[src/rtl/trp_pkg.sv]
// shared types and constants for the telemetry record parser
`default_nettype none

package trp_pkg;

	// record length rules
	localparam int unsigned FLAGS_LEN    = 6;
	localparam int unsigned TEMP_MIN_LEN = 4;
	localparam int unsigned VOLT_MIN_LEN = 2;
	localparam int unsigned CAPTURE_W    = 8 * FLAGS_LEN;

	// configuration register indexes
	localparam logic [1:0] CFG_COMMAND_CODE = 2'd0;
	localparam logic [1:0] CFG_FLAGS_ID     = 2'd1;
	localparam logic [1:0] CFG_TEMP_ID      = 2'd2;
	localparam logic [1:0] CFG_VOLT_ID      = 2'd3;

	// configuration reset values
	localparam logic [7:0]  RST_COMMAND_CODE = 8'd184;
	localparam logic [15:0] RST_FLAGS_ID     = 16'd61977;
	localparam logic [15:0] RST_TEMP_ID      = 16'd61998;
	localparam logic [15:0] RST_VOLT_ID      = 16'd62030;

	typedef enum logic [2:0] {
		PH_CMD,
		PH_COUNT,
		PH_IDHI,
		PH_IDLO,
		PH_LEN,
		PH_DATA,
		PH_SKIP
	} phase_t;

	typedef enum logic [1:0] {
		ST_OK    = 2'd0,
		ST_SHORT = 2'd1,
		ST_WRONG = 2'd2,
		ST_TRUNC = 2'd3
	} status_t;

	typedef struct packed {
		logic [7:0]  command_code;
		logic [15:0] flags_record_id;
		logic [15:0] temp_current_record_id;
		logic [15:0] bus_voltage_record_id;
	} cfg_t;

	typedef struct packed {
		status_t                parse_status;
		logic [7:0]             records_seen;
		logic [CAPTURE_W-1:0]   flag_bits;
		logic [15:0]            temperature;
		logic [15:0]            phase_current;
		logic [15:0]            bus_voltage;
		logic                   telemetry_valid;
	} result_t;

endpackage

`default_nettype wire

[src/rtl/trp_cfg_regs.sv]
// configuration register file of the telemetry record parser
`default_nettype none

module trp_cfg_regs (
	input  wire logic        clk,
	input  wire logic        arst_n,
	input  wire logic        cfg_we,
	input  wire logic [1:0]  cfg_index,
	input  wire logic [15:0] cfg_data,
	output trp_pkg::cfg_t    cfg
);
	import trp_pkg::*;

	cfg_t cfg_q;

	// register writes, decoded by index
	always_ff @(posedge clk or negedge arst_n) begin
		if (!arst_n) begin
			cfg_q.command_code           <= RST_COMMAND_CODE;
			cfg_q.flags_record_id        <= RST_FLAGS_ID;
			cfg_q.temp_current_record_id <= RST_TEMP_ID;
			cfg_q.bus_voltage_record_id  <= RST_VOLT_ID;
		end else if (cfg_we) begin
			unique case (cfg_index)
				CFG_COMMAND_CODE: cfg_q.command_code           <= cfg_data[7:0];
				CFG_FLAGS_ID:     cfg_q.flags_record_id        <= cfg_data;
				CFG_TEMP_ID:      cfg_q.temp_current_record_id <= cfg_data;
				CFG_VOLT_ID:      cfg_q.bus_voltage_record_id  <= cfg_data;
				default:          cfg_q <= cfg_q;
			endcase
		end
	end

	assign cfg = cfg_q;

endmodule

`default_nettype wire

[src/rtl/trp_parser.sv]
// byte-wise record walker with telemetry holding registers
`default_nettype none

module trp_parser (
	input  wire logic        clk,
	input  wire logic        arst_n,
	input  wire logic        step,
	input  wire logic [7:0]  data_byte,
	input  wire logic        last_byte,
	input  wire trp_pkg::cfg_t cfg,
	output logic             res_load,
	output trp_pkg::result_t res
);
	import trp_pkg::*;

	phase_t               phase_q, phase_d;
	logic [7:0]           left_q, left_d;
	logic [15:0]          key_q, key_d;
	logic [7:0]           len_q, len_d;
	logic [7:0]           bytes_q, bytes_d;
	logic [CAPTURE_W-1:0] cap_q, cap_d;
	logic [CAPTURE_W-1:0] flags_q, flags_d;
	logic [15:0]          temp_q, temp_d;
	logic [15:0]          cur_q, cur_d;
	logic [15:0]          volt_q, volt_d;
	logic                 tvalid_q, tvalid_d;
	status_t              outcome_q, outcome_d;
	logic [7:0]           tally_q, tally_d;
	logic                 apply;
	status_t              status;

	// next-state logic for one accepted byte
	always_comb begin
		phase_d   = phase_q;
		left_d    = left_q;
		key_d     = key_q;
		len_d     = len_q;
		bytes_d   = bytes_q;
		cap_d     = cap_q;
		flags_d   = flags_q;
		temp_d    = temp_q;
		cur_d     = cur_q;
		volt_d    = volt_q;
		tvalid_d  = tvalid_q;
		outcome_d = outcome_q;
		tally_d   = tally_q;
		apply     = 1'b0;

		unique case (phase_q)
			PH_CMD: begin
				tally_d = '0;
				if (!last_byte) begin
					if (data_byte == cfg.command_code) begin
						phase_d = PH_COUNT;
					end else begin
						outcome_d = ST_WRONG;
						phase_d   = PH_SKIP;
					end
				end
			end
			PH_COUNT: begin
				left_d = data_byte;
				if (data_byte == 8'd0) begin
					outcome_d = ST_OK;
					phase_d   = PH_SKIP;
				end else begin
					phase_d = PH_IDHI;
				end
			end
			PH_IDHI: begin
				key_d   = {data_byte, 8'd0};
				phase_d = PH_IDLO;
			end
			PH_IDLO: begin
				key_d   = {key_q[15:8], data_byte};
				phase_d = PH_LEN;
			end
			PH_LEN: begin
				len_d   = data_byte;
				bytes_d = '0;
				cap_d   = '0;
				if (data_byte == 8'd0) begin
					apply = 1'b1;
				end else begin
					phase_d = PH_DATA;
				end
			end
			PH_DATA: begin
				// capture the first six data bytes, first byte on top
				for (int i = 0; i < FLAGS_LEN; i++) begin
					if (bytes_q == 8'(i)) begin
						cap_d[8*(FLAGS_LEN-1-i) +: 8] = data_byte;
					end
				end
				bytes_d = bytes_q + 8'd1;
				if (bytes_d == len_q) begin
					apply = 1'b1;
				end
			end
			PH_SKIP: begin
				phase_d = PH_SKIP;
			end
			default: begin
				phase_d = PH_CMD;
			end
		endcase

		// record complete: update telemetry, then move to the next record or finish the packet
		if (apply) begin
			priority if (key_d == cfg.flags_record_id && len_d == 8'(FLAGS_LEN)) begin
				flags_d  = cap_d;
				tvalid_d = 1'b1;
			end else if (key_d == cfg.temp_current_record_id
					&& len_d >= 8'(TEMP_MIN_LEN)) begin
				temp_d   = cap_d[CAPTURE_W-1 -: 16];
				cur_d    = cap_d[CAPTURE_W-17 -: 16];
				tvalid_d = 1'b1;
			end else if (key_d == cfg.bus_voltage_record_id
					&& len_d >= 8'(VOLT_MIN_LEN)) begin
				volt_d   = cap_d[CAPTURE_W-1 -: 16];
				tvalid_d = 1'b1;
			end else begin
				tvalid_d = tvalid_d;
			end
			tally_d = tally_q + 8'd1;
			left_d  = left_q - 8'd1;
			if (left_d == 8'd0) begin
				outcome_d = ST_OK;
				phase_d   = PH_SKIP;
			end else begin
				phase_d = PH_IDHI;
			end
		end

		// packet end status
		priority if (phase_q == PH_CMD) begin
			status = ST_SHORT;
		end else if (phase_d == PH_SKIP) begin
			status = outcome_d;
		end else begin
			status = ST_TRUNC;
		end
		if (last_byte) begin
			phase_d = PH_CMD;
		end
	end

	// parser state registers
	always_ff @(posedge clk or negedge arst_n) begin
		if (!arst_n) begin
			phase_q   <= PH_CMD;
			left_q    <= '0;
			key_q     <= '0;
			len_q     <= '0;
			bytes_q   <= '0;
			cap_q     <= '0;
			flags_q   <= '0;
			temp_q    <= '0;
			cur_q     <= '0;
			volt_q    <= '0;
			tvalid_q  <= 1'b0;
			outcome_q <= ST_OK;
			tally_q   <= '0;
		end else if (step) begin
			phase_q   <= phase_d;
			left_q    <= left_d;
			key_q     <= key_d;
			len_q     <= len_d;
			bytes_q   <= bytes_d;
			cap_q     <= cap_d;
			flags_q   <= flags_d;
			temp_q    <= temp_d;
			cur_q     <= cur_d;
			volt_q    <= volt_d;
			tvalid_q  <= tvalid_d;
			outcome_q <= outcome_d;
			tally_q   <= tally_d;
		end
	end

	// result for the last byte of a packet
	assign res_load            = step & last_byte;
	assign res.parse_status    = status;
	assign res.records_seen    = tally_d;
	assign res.flag_bits       = flags_d;
	assign res.temperature     = temp_d;
	assign res.phase_current   = cur_d;
	assign res.bus_voltage     = volt_d;
	assign res.telemetry_valid = tvalid_d;

endmodule

`default_nettype wire

[src/rtl/telemetry_record_parser.sv]
// top level of the telemetry record parser
// Usage:
//   Payload bytes enter on the byte channel (byte_valid, byte_stall, data_byte,
//   last_byte), one per transaction; last_byte marks the final payload byte.
//   One result transaction per packet leaves on the result channel
//   (result_valid, result_stall) with status, record count and telemetry.
//   Configuration registers are written through cfg_we, cfg_index, cfg_data
//   while no packet is in flight.
// Timing:
//   An accepted byte is parsed straight from the input register; a last byte's
//   result enters the output register as that byte is parsed, unless a held
//   result makes it wait. One byte per cycle is sustained while no last byte
//   waits, set by the single parse step between the two registers.
// Reset:
//   arst_n clears the parser, telemetry and the valid flags and restores the
//   default configuration.
// Backpressure:
//   While a result is held under result_stall, ordinary bytes keep flowing;
//   only a last byte waits in the input register, and byte_stall is raised
//   until the held result is taken.
`default_nettype none

module telemetry_record_parser (
	input  wire logic        clk,
	input  wire logic        arst_n,
	input  wire logic        byte_valid,
	output logic             byte_stall,
	input  wire logic [7:0]  data_byte,
	input  wire logic        last_byte,
	output logic             result_valid,
	input  wire logic        result_stall,
	output logic [1:0]       parse_status,
	output logic [7:0]       records_seen,
	output logic [47:0]      flag_bits,
	output logic [15:0]      temperature,
	output logic [15:0]      phase_current,
	output logic [15:0]      bus_voltage,
	output logic             telemetry_valid,
	input  wire logic        cfg_we,
	input  wire logic [1:0]  cfg_index,
	input  wire logic [15:0] cfg_data
);
	import trp_pkg::*;

	cfg_t       cfg;
	logic       valid_s1;
	logic [7:0] byte_s1;
	logic       last_s1;
	logic       blocked;
	logic       step;
	logic       res_load;
	result_t    res;
	logic       res_valid_q;
	result_t    res_q;

	trp_cfg_regs u_cfg (
		.clk       (clk),
		.arst_n    (arst_n),
		.cfg_we    (cfg_we),
		.cfg_index (cfg_index),
		.cfg_data  (cfg_data),
		.cfg       (cfg)
	);

	// a last byte must wait while the output register is held
	assign blocked    = last_s1 & res_valid_q & result_stall;
	assign byte_stall = valid_s1 & blocked;
	assign step       = valid_s1 & ~blocked;

	// input register
	always_ff @(posedge clk or negedge arst_n) begin
		if (!arst_n) begin
			valid_s1 <= 1'b0;
		end else if (!byte_stall) begin
			valid_s1 <= byte_valid;
		end
	end

	always_ff @(posedge clk) begin
		if (byte_valid && !byte_stall) begin
			byte_s1 <= data_byte;
			last_s1 <= last_byte;
		end
	end

	trp_parser u_parser (
		.clk       (clk),
		.arst_n    (arst_n),
		.step      (step),
		.data_byte (byte_s1),
		.last_byte (last_s1),
		.cfg       (cfg),
		.res_load  (res_load),
		.res       (res)
	);

	// output register
	always_ff @(posedge clk or negedge arst_n) begin
		if (!arst_n) begin
			res_valid_q <= 1'b0;
		end else if (res_load) begin
			res_valid_q <= 1'b1;
		end else if (!result_stall) begin
			res_valid_q <= 1'b0;
		end
	end

	always_ff @(posedge clk) begin
		if (res_load) begin
			res_q <= res;
		end
	end

	assign result_valid    = res_valid_q;
	assign parse_status    = res_q.parse_status;
	assign records_seen    = res_q.records_seen;
	assign flag_bits       = res_q.flag_bits;
	assign temperature     = res_q.temperature;
	assign phase_current   = res_q.phase_current;
	assign bus_voltage     = res_q.bus_voltage;
	assign telemetry_valid = res_q.telemetry_valid;

	// a new result only comes from a parsed last byte
	a_result_source: assert property (@(posedge clk) disable iff (!arst_n)
		$rose(res_valid_q) |-> $past(step && last_s1))
		else $error("result appeared without a parsed last byte");

	// short or wrong-command packets walk no records
	a_no_records: assert property (@(posedge clk) disable iff (!arst_n)
		(res_valid_q && (res_q.parse_status == ST_SHORT
			|| res_q.parse_status == ST_WRONG)) |-> (res_q.records_seen == 8'd0))
		else $error("records counted in a rejected packet");

	// input stalls only behind a held result
	a_stall_cause: assert property (@(posedge clk) disable iff (!arst_n)
		byte_stall |-> (res_valid_q && result_stall && last_s1))
		else $error("byte channel stalled without a held result");

endmodule

`default_nettype wire

[config.mk]
export PLATFORM = sky130hd
export DESIGN_NAME = telemetry_record_parser
export DESIGN_NICKNAME = d
export VERILOG_FILES = /design/src/rtl/trp_pkg.sv /design/src/rtl/trp_cfg_regs.sv /design/src/rtl/trp_parser.sv /design/src/rtl/telemetry_record_parser.sv
export SDC_FILE = /design/constraint.sdc
export NUM_CORES = 1
export LEC_CHECK = 0
export ABC_AREA = 1
export BUFFER_PORTS_ARGS = -buffer_cell sky130_fd_sc_hd__buf_2
export CORE_MARGIN = 2
export CORE_UTILIZATION = 35
export CTS_CLUSTER_DIAMETER = 150
export CTS_CLUSTER_SIZE = 25
export DETAILED_ROUTE_END_ITERATION = 8
export GPL_TIMING_DRIVEN = 0
export PLACE_DENSITY = 0.53
export REMOVE_ABC_BUFFERS = 1
export SLEW_MARGIN = 20
export SYNTH_ARGS = -nofsm -noshare
export SYNTH_HDL_FRONTEND = slang
export SYNTH_SLANG_ARGS = --single-unit
[constraint.sdc]
create_clock -name clk -period 11.88 [get_ports clk]
set_clock_uncertainty 0.2 [all_clocks]
set_input_delay 0.594 -clock clk [delete_from_list [all_inputs] [get_ports clk]]
set_output_delay 0.594 -clock clk [all_outputs]
set_load 0.03 [all_outputs]
==> out/summary.txt <==
Clock Sinks - 372
CTS tree - yes
Reg clk slew, reported paths - 0.11 ns
Non-filler instance count after layout - 2890
Logic pwr share - 30.6%
# placed instances - 2849
Max Cap Viol - 0
Critical path launch point type - flip-flop
Arrival @ worst endpoint - 4.94 ns
Seq/Total Area, Yosys - 55.5%
Vias/cell - 5.04
CP max FO - 32
WS Path Type - flip-flop to flip-flop
Fin crit share - 40.9%
Hold slack - 0.0237 ns
Post-synth cell types - 41
Commonest non-fill, non-tap cells in the layout - nand2_1 (703), dfrtp_1 (226), o21ai_0 (208)
Die ar. - 52900 µm²
Final Max Tran Viols - 0
Die height - 230 µm
First-pass GRT wire length - 76200 µm
Power Density - 177 nW/µm²
Setup violators final - 0
Leading area contributor after synthesis - dfrtp_1
CP Data Required Time - 11.97 ns
FILL cells - 5114
Avg WL per Cell - 16.6 µm
DR vias - 14600
Synth Area in Adders - 0.490%
Final Hold Fails - 0
Row count - 82
# diodes - 0
Number of enable flip-flop cells after synthesis - 116
RSZ-0062 raised after global routing - no
DIE WIDTH - 230 µm
I/O pin count - 141
Synth-to-layout area growth - 11.6%
Max Root-Sink Buffers - 3
Clock power frac - 20.4%
Synth async-reset ratio - 68.8%
TritonRoute pass-1 iters - 6
GP Congestion - 0.828
Post-synth top area share - 31.6%
Flip-flop and latch area - 9930 µm²
Yosys warns - 0
Synth Area in Compound Gates - 11.6%
Maximum VDD drop - 88.5 µV
Final Util - 39.7%
Largest family of logic cells by synthesized area - simple AND/OR/NAND/NOR gates
Vias in the first global route - 13700
Initial antenna violation count - 0
CTS Buf Count - 18
Multi-input logic area - 6700 µm²
Fraction of power consumed by sequential logic - 49.0%
Largest net degree at the start of global routing - 105
Fin crit period - 4.85 ns
Port Buffers - 140
Post-DRT Antenna Nets - 0
Switch share - 37.3%
Post-Syn Area per Cell - 8.40 µm²
Achievable clock frequency - 206 MHz
XOR/XNOR Fraction of Synth Area - 0.637%
Ys flop type - dfrtp_1
Root Buffer - clkbuf_16
Total net switching power - 0.00132 W
Post-DP HPWL - 30800 µm
Top cells by area, synth - dfrtp_1 (32%), edfxtp_1 (19%), nand2_1 (15%)
Post-synthesis mux area share - 0%
P_leak - 9.38 nW
Leading cell type in the layout, fill and taps excluded - nand2_1
Layout cell share with drive strength beyond 1 - 11.7%
H-tree levels - 1
Fin nets - 2245
Max-slew headroom - 32.4%
Status - finished clean
Internal power - 0.00222 W
Synth Cell Area - 17900 µm²
Grt ovf - 0
Drt drc - 0
Worst skew pair latency - 0.56 ns
Final wirelength - 47800 µm
Core region area - 50300 µm²
Simple-Gate Fraction of Synth Area - 24.5%
Worst Tran Pin Value - 1.01 ns
Starting Density - 35.6%
CP Capture Type - flip-flop
Worst min path class - input port to flip-flop
1st-iter DRT viols - 1258
Post-Syn Instances - 2127
Total GRT Usage - 17.8%
Register bit count reported by yosys - 372
area by class of cell:
| type | count | area share (%) |
|---|---|---|
| Clock buffer | 30 | 2.48 |
| Clock inverter | 2 | 0.107 |
| Inverter | 214 | 4.12 |
| Multi-Input combinational cell | 1438 | 33.6 |
| Sequential cell | 372 | 49.7 |
| Tap cell | 672 | 4.21 |
| Timing Repair Buffer | 162 | 5.78 |
through the flow:
| step | setup TNS [ns] | setup slack [ns] | power (W) | instance area (µm²) |
|---|---|---|---|---|
| after floorplan | 0 | 4.06 | 0.00249 | 17400 |
| after global placement | -122.60 | -1.16 | 0.00279 | 18900 |
| after detailed placement | 0 | 6.65 | 0.00283 | 19300 |
| after CTS | 0 | 6.58 | 0.00356 | 19900 |
| after global routing | 0 | 6.68 | 0.00378 | 20000 |
| final | 0 | 7.03 | 0.00354 | 20000 |
cell usage after synthesis, types with 10 or more instances:
cell	number
o22ai_1	56
nand3b_1	13
nand4_1	43
dfrtp_1	226
buf_2	15
dfstp_2	30
nand3_2	10
nand3_1	118
o21ai_0	208
clkbuf_1	68
a21oi_1	52
o21ai_1	22
nor2_1	108
nand2_2	19
inv_1	201
nand2_1	706
edfxtp_1	116
a31oi_1	41
path summary, 6_finish.rpt:
kind	slack, ns	depth (start not counted)	to	startpoint
max	7.03	13	phase_current[14]	u_parser.phase_q[1]
min	0.02	1	byte_s1[0]	data_byte[0]
max reg2reg	7.03	13	phase_current[14]	u_parser.phase_q[1]
min reg2reg	0.28	2	u_parser.tvalid_q	u_parser.tvalid_q
max in group asynchronous	9.97	4	u_cfg.cfg[2]	arst_n
min in group asynchronous	0.33	2	u_parser.cur_q[3]	arst_n
state kept, by name, indices dropped and copies added (netlist names), 3 cells and up:
name	cells
u_parser.left_q	8
phase_current	16
byte_s1	8
temperature	16
u_parser.cur_q	16
flag_bits	48
u_parser.volt_q	16
u_parser.bytes_q	8
u_parser.flags_q	48
u_cfg.cfg	56
u_parser.phase_q	3
u_parser.tally_q	8
u_parser.len_q	8
records_seen	8
u_parser.cap_q	48
u_parser.temp_q	16
u_parser.key_q	16
bus_voltage	16
timing repair:
action / in CTS / in global routing
endpoints found under the hold margin: 53 / 0
setup buffers: 0 / 0
resized for setup: 0 / 0
hold buffers: 8 / 0
critical path, stage by stage (launching register included):
cell	delay [ns]
dfrtp_1	0.95
nand2_2	0.64
nand2_1	0.32
nand2_1	0.13
nand2_1	0.08
nand2_1	0.06
nor2_1	0.19
nand2_1	0.08
nor2_1	0.12
nand2_1	0.09
nor2_4	0.50
nand3_2	0.82
nand2_1	0.27
nand2_1	0.12
power by group through the flow:
stage / clock (W) / sequential [W] / combinational, W
CTS: 0.000746 / 0.00173 / 0.00108
floorplan: 0 / 0.00176 / 0.000733
detailed placement: 0 / 0.00175 / 0.00108
global route: 0.000784 / 0.00176 / 0.00123
finish: 0.000722 / 0.00173 / 0.00108
global placement: 0 / 0.00175 / 0.00103
logic make-up (layout without fill, tap and decap cells):
group                      count (synthesis)  count (layout)
and+or+nand+nor                         1031            1031
adders and majority gates                  7               7
DFF                                      372             372
AOI/OAI and AO/OA                        387             387
buffers and inverters                    317             408
xor gates and xnor gates                  13              13
per-layer routing:
layer / track usage (%) / vias up / wire [µm]
met1: 25.8 / 7030 / 23000
li1: - / 7151 / -
met4: 3.97 / 0 / 981
met2: 28.9 / 318 / 22100
met3: 1.88 / 54 / 1740
met5: 0 / - / 0
No activity file was read; power rests on OpenSTA's default activity.
